--- config.mk ---
export PLATFORM = sky130hd
export DESIGN_NAME = pixel_format_to_rgba8888_unit
export DESIGN_NICKNAME = d
export VERILOG_FILES = /design/src/hw/rtl/pfrgba_pkg.sv /design/src/hw/rtl/pixel_format_to_rgba8888_unit.sv
export VERILOG_INCLUDE_DIRS = /design/src /design/src/hw/rtl
export SDC_FILE = /design/constraint.sdc
export NUM_CORES = 1
export LEC_CHECK = 0
export BUFFER_PORTS_ARGS = -buffer_cell sky130_fd_sc_hd__buf_4
export CAP_MARGIN = 20
export CORE_MARGIN = 3
export CORE_UTILIZATION = 23
export DETAILED_ROUTE_END_ITERATION = 8
export GPL_TIMING_DRIVEN = 0
export RECOVER_POWER = 50
export SYNTH_ARGS = -nofsm -noshare
export SYNTH_HDL_FRONTEND = slang
export SYNTH_SLANG_ARGS = --single-unit
--- constraint.sdc ---
create_clock -name clk -period 22.3 [get_ports clk]
set_input_delay 1.115 -clock clk [delete_from_list [all_inputs] [get_ports clk]]
set_output_delay 1.115 -clock clk [all_outputs]
set_load 0.05 [all_outputs]
--- src/hw/rtl/pixel_format_to_rgba8888_unit_assert.svh ---
// Assertion shorthands, all sampled on clk and quiet during rst.
`ifndef PIXEL_FORMAT_TO_RGBA8888_UNIT_ASSERT_SVH
`define PIXEL_FORMAT_TO_RGBA8888_UNIT_ASSERT_SVH

// same-cycle implication
`define PF_ASSERT_NOW(label, ante, cons, msg) \
  label: assert property (@(posedge clk) disable iff (rst) (ante) |-> (cons)) \
    else $error(msg);

// next-cycle implication
`define PF_ASSERT_NEXT(label, ante, cons, msg) \
  label: assert property (@(posedge clk) disable iff (rst) (ante) |=> (cons)) \
    else $error(msg);

`endif

--- src/hw/rtl/pfrgba_pkg.sv ---
package pfrgba_pkg;

  typedef enum logic [3:0] {
    FMT_565       = 4'd0,
    FMT_5551      = 4'd1,
    FMT_4444      = 4'd2,
    FMT_8888      = 4'd3,
    FMT_FLOAT     = 4'd4,
    FMT_D16       = 4'd5,
    FMT_S8        = 4'd6,
    FMT_D24LO     = 4'd7,
    FMT_S8HI      = 4'd8,
    FMT_D24BIAS   = 4'd9,
    FMT_FLOATBIAS = 4'd10
  } pix_fmt_t;

  typedef enum logic [1:0] {
    REG_PIXEL_FORMAT  = 2'd0,
    REG_BYTE_REVERSE  = 2'd1,
    REG_RED_BLUE_SWAP = 2'd2,
    REG_ALPHA_OUT     = 2'd3
  } reg_idx_t;

  // classification of the float word, carried down the pipe
  typedef struct packed {
    logic nan;
    logic neg;
    logic ge_one;  // exponent says |f| >= 1
    logic big;     // exponent says |f| >= 2^23
  } flt_flags_t;

  localparam pix_fmt_t  FMT_RESET  = FMT_8888;
  localparam logic [7:0] EXP_ONE    = 8'd127;
  localparam logic [7:0] EXP_BIG    = 8'd150;
  localparam logic [7:0] EXP_MAX    = 8'hFF;
  localparam logic [7:0] SHIFT_DEN  = 8'd149;
  localparam logic [7:0] BIAS_FLIP  = 8'h80;

  function automatic logic [7:0] widen5(input logic [4:0] v);
    return {v, v[4:2]};
  endfunction

  function automatic logic [7:0] widen6(input logic [5:0] v);
    return {v, v[5:4]};
  endfunction

  function automatic logic [7:0] widen4(input logic [3:0] v);
    return {v, v};
  endfunction

endpackage

--- src/hw/rtl/pixel_format_to_rgba8888_unit.sv ---
// Converts one raw framebuffer word per cycle into RGBA8888 bytes, while in_stall
// is low. Four register stages (input, float scale, float shift, output) carry
// each word to out_valid, and a new word can be taken every cycle while in_stall
// is low. Stalls back up stage by stage, so empty stages keep accepting while
// the output waits.
// Registers at byte address 4*i: pixel_format, byte_reverse, red_blue_swap,
// alpha_out; change them only while the pipe is empty. Unsupported formats give
// zero bytes with format_error set.
`include "pixel_format_to_rgba8888_unit_assert.svh"

module pixel_format_to_rgba8888_unit (
  input  logic        clk,
  input  logic        rst,
  input  logic        in_valid,
  output logic        in_stall,
  input  logic [31:0] raw_pixel,
  output logic        out_valid,
  input  logic        out_stall,
  output logic [7:0]  out_byte0,
  output logic [7:0]  out_byte1,
  output logic [7:0]  out_byte2,
  output logic [7:0]  out_byte3,
  output logic        format_error,
  input  logic        psel,
  input  logic        penable,
  input  logic        pwrite,
  input  logic [3:0]  paddr,
  input  logic [31:0] pwdata,
  output logic [31:0] prdata,
  output logic        pready
);
  import pfrgba_pkg::*;

  pix_fmt_t pixel_format;
  logic     byte_reverse;
  logic     red_blue_swap;
  logic     alpha_out;

  reg_idx_t reg_sel;
  logic     cfg_wr;

  // stage 1: input word
  logic        s1_valid;
  logic [31:0] s1_raw;
  // stage 2: scaled mantissa
  logic        s2_valid;
  logic [31:0] s2_raw;
  logic [31:0] s2_prod_a;
  logic [47:0] s2_prod_d;
  logic [7:0]  s2_shift;
  flt_flags_t  s2_flags;
  // stage 3: shifted results
  logic        s3_valid;
  logic [31:0] s3_raw;
  logic [7:0]  s3_flt_alpha;
  logic [15:0] s3_mag;
  logic        s3_sat;
  flt_flags_t  s3_flags;

  logic out_ready, s3_ready, s2_ready, s1_ready;

  // stage 1 comb
  logic [7:0]  s1_exp;
  logic [22:0] s1_frac;
  logic [23:0] s1_mant;
  logic [31:0] s1_prod_a;
  logic [47:0] s1_prod_d;
  logic [7:0]  s1_shift;
  flt_flags_t  s1_flags;

  // stage 2 comb
  logic [7:0]  s2_alpha_sh;
  logic [7:0]  s2_flt_alpha;
  logic [47:0] s2_mag;

  // stage 3 comb
  logic [15:0] s3_depth16;
  logic [15:0] s3_s16;
  logic [31:0] s3_raw32;
  logic [7:0]  r, g, b, a;
  logic        colour, err;
  logic [7:0]  b0_next, b1_next, b2_next, b3_next;

  // checks
  logic out_zero;
  logic pipe_full;

  // ---------------- configuration port ----------------
  assign pready  = 1'b1;
  assign reg_sel = reg_idx_t'(paddr[3:2]);
  assign cfg_wr  = psel && penable && pwrite && pready;

  always_ff @(posedge clk) begin
    if (rst) begin
      pixel_format  <= FMT_RESET;
      byte_reverse  <= 1'b0;
      red_blue_swap <= 1'b0;
      alpha_out     <= 1'b0;
    end else if (cfg_wr) begin
      unique case (reg_sel)
        REG_PIXEL_FORMAT:  pixel_format  <= pix_fmt_t'(pwdata[3:0]);
        REG_BYTE_REVERSE:  byte_reverse  <= pwdata[0];
        REG_RED_BLUE_SWAP: red_blue_swap <= pwdata[0];
        REG_ALPHA_OUT:     alpha_out     <= pwdata[0];
      endcase
    end
  end

  always_comb begin
    unique case (reg_sel)
      REG_PIXEL_FORMAT:  prdata = {28'd0, pixel_format};
      REG_BYTE_REVERSE:  prdata = {31'd0, byte_reverse};
      REG_RED_BLUE_SWAP: prdata = {31'd0, red_blue_swap};
      REG_ALPHA_OUT:     prdata = {31'd0, alpha_out};
    endcase
  end

  // ---------------- flow control ----------------
  assign out_ready = !out_valid || !out_stall;
  assign s3_ready  = !s3_valid || out_ready;
  assign s2_ready  = !s2_valid || s3_ready;
  assign s1_ready  = !s1_valid || s2_ready;
  assign in_stall  = !s1_ready;

  // ---------------- stage 1 ----------------
  always_ff @(posedge clk) begin
    if (rst) begin
      s1_valid <= 1'b0;
    end else if (s1_ready) begin
      s1_valid <= in_valid;
    end
  end

  always_ff @(posedge clk) begin
    if (s1_ready && in_valid) begin
      s1_raw <= raw_pixel;
    end
  end

  // mantissa times 255 and times 2^24-1, plus the right shift that scales it
  always_comb begin
    s1_exp          = s1_raw[30:23];
    s1_frac         = s1_raw[22:0];
    s1_mant         = {(s1_exp != 8'd0), s1_frac};
    s1_prod_a       = {s1_mant, 8'd0} - {8'd0, s1_mant};
    s1_prod_d       = {s1_mant, 24'd0} - {24'd0, s1_mant};
    s1_shift        = (s1_exp == 8'd0) ? SHIFT_DEN : EXP_BIG - s1_exp;
    s1_flags.nan    = (s1_exp == EXP_MAX) && (s1_frac != 23'd0);
    s1_flags.neg    = s1_raw[31];
    s1_flags.ge_one = (s1_exp >= EXP_ONE);
    s1_flags.big    = (s1_exp >= EXP_BIG);
  end

  // ---------------- stage 2 ----------------
  always_ff @(posedge clk) begin
    if (rst) begin
      s2_valid <= 1'b0;
    end else if (s2_ready) begin
      s2_valid <= s1_valid;
    end
  end

  always_ff @(posedge clk) begin
    if (s2_ready && s1_valid) begin
      s2_raw    <= s1_raw;
      s2_prod_a <= s1_prod_a;
      s2_prod_d <= s1_prod_d;
      s2_shift  <= s1_shift;
      s2_flags  <= s1_flags;
    end
  end

  always_comb begin
    s2_alpha_sh = 8'(s2_prod_a >> s2_shift);
    s2_mag      = s2_prod_d >> s2_shift;
    priority if (s2_flags.nan || s2_flags.neg) begin
      s2_flt_alpha = 8'd0;
    end else if (s2_flags.ge_one) begin
      s2_flt_alpha = 8'hFF;
    end else begin
      s2_flt_alpha = s2_alpha_sh;
    end
  end

  // ---------------- stage 3 ----------------
  always_ff @(posedge clk) begin
    if (rst) begin
      s3_valid <= 1'b0;
    end else if (s3_ready) begin
      s3_valid <= s2_valid;
    end
  end

  always_ff @(posedge clk) begin
    if (s3_ready && s2_valid) begin
      s3_raw       <= s2_raw;
      s3_flt_alpha <= s2_flt_alpha;
      s3_mag       <= s2_mag[15:0];
      s3_sat       <= |s2_mag[47:31];
      s3_flags     <= s2_flags;
    end
  end

  // low half of the saturated signed depth; only bits 8..15 reach alpha
  always_comb begin
    priority if (s3_flags.nan) begin
      s3_depth16 = 16'd0;
    end else if (s3_flags.big || s3_sat) begin
      s3_depth16 = s3_flags.neg ? 16'h0000 : 16'hFFFF;
    end else if (s3_flags.neg) begin
      s3_depth16 = 16'd0 - s3_mag;
    end else begin
      s3_depth16 = s3_mag;
    end
  end

  always_comb begin
    s3_s16   = byte_reverse ? {s3_raw[7:0], s3_raw[15:8]} : s3_raw[15:0];
    s3_raw32 = (byte_reverse && pixel_format == FMT_8888) ?
               {s3_raw[7:0], s3_raw[15:8], s3_raw[23:16], s3_raw[31:24]} : s3_raw;
    colour = 1'b0;
    err    = 1'b0;
    r      = 8'hFF;
    g      = 8'd0;
    b      = 8'd0;
    a      = 8'd0;
    unique case (pixel_format)
      FMT_565: begin
        colour = 1'b1;
        a = 8'hFF;
        r = widen5(s3_s16[4:0]);
        g = widen6(s3_s16[10:5]);
        b = widen5(s3_s16[15:11]);
      end
      FMT_5551: begin
        colour = 1'b1;
        a = {8{s3_s16[15]}};
        r = widen5(s3_s16[4:0]);
        g = widen5(s3_s16[9:5]);
        b = widen5(s3_s16[14:10]);
      end
      FMT_4444: begin
        colour = 1'b1;
        a = widen4(s3_s16[15:12]);
        r = widen4(s3_s16[3:0]);
        g = widen4(s3_s16[7:4]);
        b = widen4(s3_s16[11:8]);
      end
      FMT_8888: begin
        colour = 1'b1;
        a = s3_raw32[31:24];
        r = s3_raw32[7:0];
        g = s3_raw32[15:8];
        b = s3_raw32[23:16];
      end
      FMT_FLOAT:     a = s3_flt_alpha;
      FMT_D16:       a = s3_raw[15:8];
      FMT_S8:        a = s3_raw[7:0];
      FMT_D24LO:     a = s3_raw[23:16];
      FMT_S8HI:      a = s3_raw[31:24];
      // -0x800000 + 0x8000 only flips bit 15 of the low half
      FMT_D24BIAS:   a = s3_raw[15:8] ^ BIAS_FLIP;
      FMT_FLOATBIAS: a = s3_depth16[15:8] ^ BIAS_FLIP;
      default: begin
        err = 1'b1;
        r   = 8'd0;
      end
    endcase

    b1_next = g;
    if (colour && red_blue_swap) begin
      b0_next = b;
      b2_next = r;
    end else begin
      b0_next = r;
      b2_next = b;
    end
    b3_next = a;
    // no alpha byte: depth alpha overwrites red, colour red wins
    if (!alpha_out) begin
      if (!colour && !err) begin
        b0_next = a;
      end
      b3_next = 8'd0;
    end
  end

  // ---------------- output register ----------------
  always_ff @(posedge clk) begin
    if (rst) begin
      out_valid <= 1'b0;
    end else if (out_ready) begin
      out_valid <= s3_valid;
    end
  end

  always_ff @(posedge clk) begin
    if (out_ready && s3_valid) begin
      out_byte0    <= b0_next;
      out_byte1    <= b1_next;
      out_byte2    <= b2_next;
      out_byte3    <= b3_next;
      format_error <= err;
    end
  end

  // ---------------- checks ----------------
  assign out_zero  = ~|{out_byte0, out_byte1, out_byte2, out_byte3};
  assign pipe_full = s1_valid && s2_valid && s3_valid && out_valid;

  `PF_ASSERT_NOW(a_err_zero, out_valid && format_error, out_zero, "error word not zero")
  `PF_ASSERT_NOW(a_no_alpha, out_valid && !alpha_out, out_byte3 == 8'd0, "alpha byte set")
  `PF_ASSERT_NEXT(a_s1_hold, s1_valid && !s2_ready, s1_valid, "stage 1 word dropped")
  `PF_ASSERT_NOW(a_stall_full, in_stall, pipe_full, "input stalled with an empty stage")

endmodule
# Word-level counts from Yosys, hierarchy flattened
# Cells that the tools add are included.
# classes
n_addsub,4
n_lt_le_gt_ge,2
eq_ne,14
n_shift,2
muxes,18
n_bitwise,2
n_reduce_logical,37
# op_table
cell,n
32-bit one-hot mux with 4 select lines,1
8-bit one-hot mux with 4 select lines,3
8-bit one-hot mux with 11 select lines,1
16-bit 2-to-1 mux,5
48-bit by 8-bit right shift with 48-bit output,1
48-bit by 24-bit subtractor with 48-bit output,1
8-bit 2-to-1 mux,5
32-bit 2-to-1 mux,1
32-bit by 8-bit right shift with 8-bit output,1
32-bit by 24-bit subtractor with 32-bit output,1
23-bit nonzero test,1
17-bit OR reduction,1
"4-bit by 3-bit == test with 1-bit output, second input constant",4
"1-bit by 16-bit subtractor with 16-bit output, first input constant",1
"4-bit == test, second input constant",3
11-bit OR reduction,1
1-bit logical AND,10
"4-bit by 2-bit == test with 1-bit output, second input constant",2
"8-bit == test, second input constant",1
"8-bit by 7-bit >= comparator with 1-bit output, second input constant",1
"8-bit >= comparator, second input constant",1
8-bit zero test,1
2-bit AND reduction,4
8-bit nonzero test,1
13 further kinds,27
# totals
regBits,260
inputBits,75
out_inout_bits,68
wordCells,108

# Longest topological paths before layout
# logic_depth
word_depth,8
mapped_depth,12

# Worst setup path before layout
# OpenSTA, ideal clock, no wires.
# synth_path
path_kind,input to register
startpoint,in out_stall
endpoint,"reg s2_flags[0] (netlist bit), enable pin"
setup_time_ps,761
arrival_ps,9589
t_required_ps,21539
path_slack_ps,11949
cell_stages,2
path_buffers,0
cell_sequence,and3_1 > a21boi_0
# synth_between
elab_chain_len,5
# synth_rtl
item,line,rtl
from (decl),pixel_format_to_rgba8888_unit.sv:18,"input logic out_stall,"
1-bit zero test,pixel_format_to_rgba8888_unit.sv:119,assign out_ready = !out_valid || !out_stall;
1-bit logical OR,pixel_format_to_rgba8888_unit.sv:119,
1-bit logical OR,pixel_format_to_rgba8888_unit.sv:120,assign s3_ready = !s3_valid || out_ready;
1-bit logical OR,pixel_format_to_rgba8888_unit.sv:121,assign s2_ready = !s2_valid || s3_ready;
1-bit logical AND,pixel_format_to_rgba8888_unit.sv:164,if (s2_ready && s1_valid) begin
to (signal assigned),pixel_format_to_rgba8888_unit.sv:169,s2_flags <= s1_flags;
to (decl),pixel_format_to_rgba8888_unit.sv:51,flt_flags_t s2_flags;
# No other way between the ends.
# A chain may end at the register's enable or synchronous reset.

# Final worst setup path
# layout_path
startpoint,in out_stall
endpoint,"reg s2_prod_d[17], enable pin"
# layout_between
elab_chain_len,5
# layout_rtl
item,line,rtl
1-bit zero test,pixel_format_to_rgba8888_unit.sv:119,
1-bit logical OR,pixel_format_to_rgba8888_unit.sv:119,
1-bit logical OR,pixel_format_to_rgba8888_unit.sv:120,
1-bit logical OR,pixel_format_to_rgba8888_unit.sv:121,
1-bit logical AND,pixel_format_to_rgba8888_unit.sv:164,
to (signal assigned),pixel_format_to_rgba8888_unit.sv:167,s2_prod_d <= s1_prod_d;
to (decl),pixel_format_to_rgba8888_unit.sv:49,logic [47:0] s2_prod_d;
# No other way between the ends.

==> flow_metrics.py <==
metrics = {
    "status": {
        "status": "complete, but fails checks",
        "violations": "capacitance limit, slew limit",
    },
    "clock_tree": {
        "insertion_delay_ns": 0.55,
        "ctsResizeCount": 0,
        "h-tree-depth": 1,
        "post_cts_buffers": 0,
        "postCtsHoldBufs": 0,
        "numClockSinks": 249,
        "cts_tree": "yes",
        "cts_max_path_buffers": 3,
        "clkTransAtPathRegs_ns": 0.06,
        "cts_inserted_buffers": 26,
        "ctsRootBufferMaster": "clkbuf_16",
    },
    "synthesis": {
        "yosys_warnings": 0,
        "synth_area_leaders": "edfxtp_1 (45%), mux4_2 (9.9%), mux2i_1 (5.6%)",
        "synth-seq-cells": 249,
        "yosysMostFrequentCell": "edfxtp_1",
        "synth_area_per_cell_um2": 11.1,
        "ys_seq_area_share_pct": 46.0,
        "synth_edf_count": 238,
        "yosys_most_used_dff": "edfxtp_1",
        "synth_top_area_share_pct": 44.7,
        "yosys.area.top_type": "edfxtp_1",
        "syn_area_um2": 16000,
        "netlist_instances": 1448,
        "yosys-top-cells-count": "edfxtp_1 (238), nor2_1 (127), nand2_1 (99)",
        "synth.distinct_cells": 83,
        "async_flop_share_pct": 0,
    },
    "power_and_ir_drop": {
        "max-vdd-ir-drop_v": 0.0000591,
        "leakagePower_nw": 6.42,
        "power.density_nw_per_um2": 61.8,
        "total_power_mw": 1.16,
    },
    "place": {
        "portBuffers": 83,
        "place.gp.congestion": 0.961,
        "dp_hpwl_um": 44000,
        "placed_area_um2": 18100,
        "dp_slack_ns": 18.64,
    },
    "setup_path": {
        "slowest_delay_ns": 2.03,
        "crit_buf_inv": 4,
        "worstSetupPathType": "input port to register",
        "crit_required_ns": 22.55,
        "worstPathCellList": "clkbuf_1 -> and3_1 -> a21boi_0 -> clkbuf_1 -> buf_12 -> buf_12",
        "end_kind": "register",
        "cp_slowest_cell": "a21boi_0",
        "crit_fanout": 30,
        "startpoint_type": "input port",
        "crit_family": "compound AO/OA/AOI/OAI gates",
        "worstPathArrival_ns": 5.07,
    },
    "routing": {
        "wl_um": 55300,
        "route.detailed.drc": 0,
        "via_count": 13100,
        "first_iter_violations": 1372,
        "wl_per_cell_um": 21.8,
        "viasPerCell": 5.16,
        "drtAntennaViolNets": 0,
        "dr.pass1.iters": 6,
    },
    "timing": {
        "max_freq_mhz": 207,
        "setup_viol": 0,
        "rsz0062_at_grt": "false",
        "fin_crit_sh_pct": 21.6,
        "fin_tns_setup_ns": 0,
        "fin_ws_ns": 17.48,
        "min_period_ns": 4.82,
        "finClkSkew_ns": 0.00913,
        "relSlewSlack_pct": -82.1,
        "tightestPinTransition_ns": 2.71,
        "hold_viol_final": 0,
        "final_max_slew_viol_count": 104,
    },
    "floorplanning": {
        "die_x_um": 270,
        "coreArea_um2": 68700,
        "rows": 96,
        "io_pins": 143,
        "start_util_pct": 23.3,
        "die_area_um2": 72800,
        "dieHeight_um": 270,
    },
    "grt": {
        "overflow": 0,
        "antenna_found_initial": 0,
        "grt_max_degree": 37,
        "grt_use_total_pct": 14.5,
        "grt_pass1_wl_um": 82700,
        "grt_pass1_vias": 12700,
    },
    "run": {
        "maxCapViolCount": 4,
    },
    "finish": {
        "drive_gt1_share_pct": 16.7,
        "syn2layout_area_growth_pct": 16.9,
        "final_cell_area_um2": 18700,
        "nNetsFinal": 1689,
        "diodes": 0,
    },
    "worst_hold_path": {
        "hold_path_class": "register to register",
    },
}
## per-stage QoR
stage / cells / util, % / hold slack (ns)
global placement: 2489 / 26.0 / 0.406
CTS: 2542 / 27.5 / 0.420
floorplan: 1475 / - / 0.400
finish: 2543 / 27.2 / 0.419
detailed placement: 2496 / 26.3 / 0.405
global route: 2543 / 27.2 / 0.429
## cell usage in the layout, fill, tap and decap left out, types with 37 or more instances in the layout
| cell type | count |
|---|---|
| edfxtp_1 | 238 |
| nor2_1 | 127 |
| nand2_1 | 99 |
| a21oi_1 | 96 |
| mux2i_1 | 89 |
| clkbuf_1 | 84 |
| mux4_2 | 70 |
| buf_4 | 67 |
| o21ai_0 | 52 |
| nor3_1 | 50 |
| inv_1 | 40 |
| xnor2_1 | 37 |
## flip-flops by register name, indices dropped and copies added (netlist names), 2 cells and up
signal	cells
out_byte1	8
s3_mag	16
s3_flt_alpha	8
s1_raw	32
s3_flags	2
s2_raw	32
s2_shift	8
s3_raw	32
out_byte2	8
s2_prod_d	40
out_byte0	8
s2_flags	3
pixel_format	4
out_byte3	8
s2_prod_a	31
## worst paths after layout
path / start / endpoint / slack, ns / cells after the start
worst min-delay path: s2_raw[20]$_DFFE_PP_ / s3_raw[20]$_DFFE_PP_ / 0.42 / 0
worst min register to register: s2_raw[20]$_DFFE_PP_ / s3_raw[20]$_DFFE_PP_ / 0.42 / 0
worst max register to register: out_valid$_SDFFE_PP0P_ / s2_prod_d[17]$_DFFE_PP_ / 17.85 / 5
worst max-delay path: out_stall / s2_prod_d[17]$_DFFE_PP_ / 17.48 / 6
## kinds of logic after synthesis
group | synth area share [%]
simple gates | 13.3
compound gates | 14.7
flops | 46.0
mux | 16.5
buf+inv | 4.96
xor+xnor | 2.90
fa+ha+maj | 1.63
other cells | 0.0469
## metal layers
layer  vias to the layer above  wire length (um)  GRT usage, %
met1                      6511             24300          20.2
met5                         -                 0             0
li1                       5868                 -             -
met2                       641             25800          23.7
met3                       100              3770          1.97
met4                         0              1380          3.98
## area by class of cell
type	count	area [um2]
Buffer	123	632
Clock buffer	28	658
Clock inverter	18	149
Fill cell	7253	50000
Inverter	43	161
Multi-Input combinational cell	1060	7940
Sequential cell	249	7370
Tap cell	931	1160
Timing Repair Buffer	91	636
## power by group
part           switching [mW]  total [mW]  internal, mW
Sequential             0.0221       0.559         0.536
Clock                   0.183       0.410         0.228
Combinational           0.119       0.187        0.0689
Total                   0.323        1.16         0.833
No activity file was read; power rests on OpenSTA's default activity.
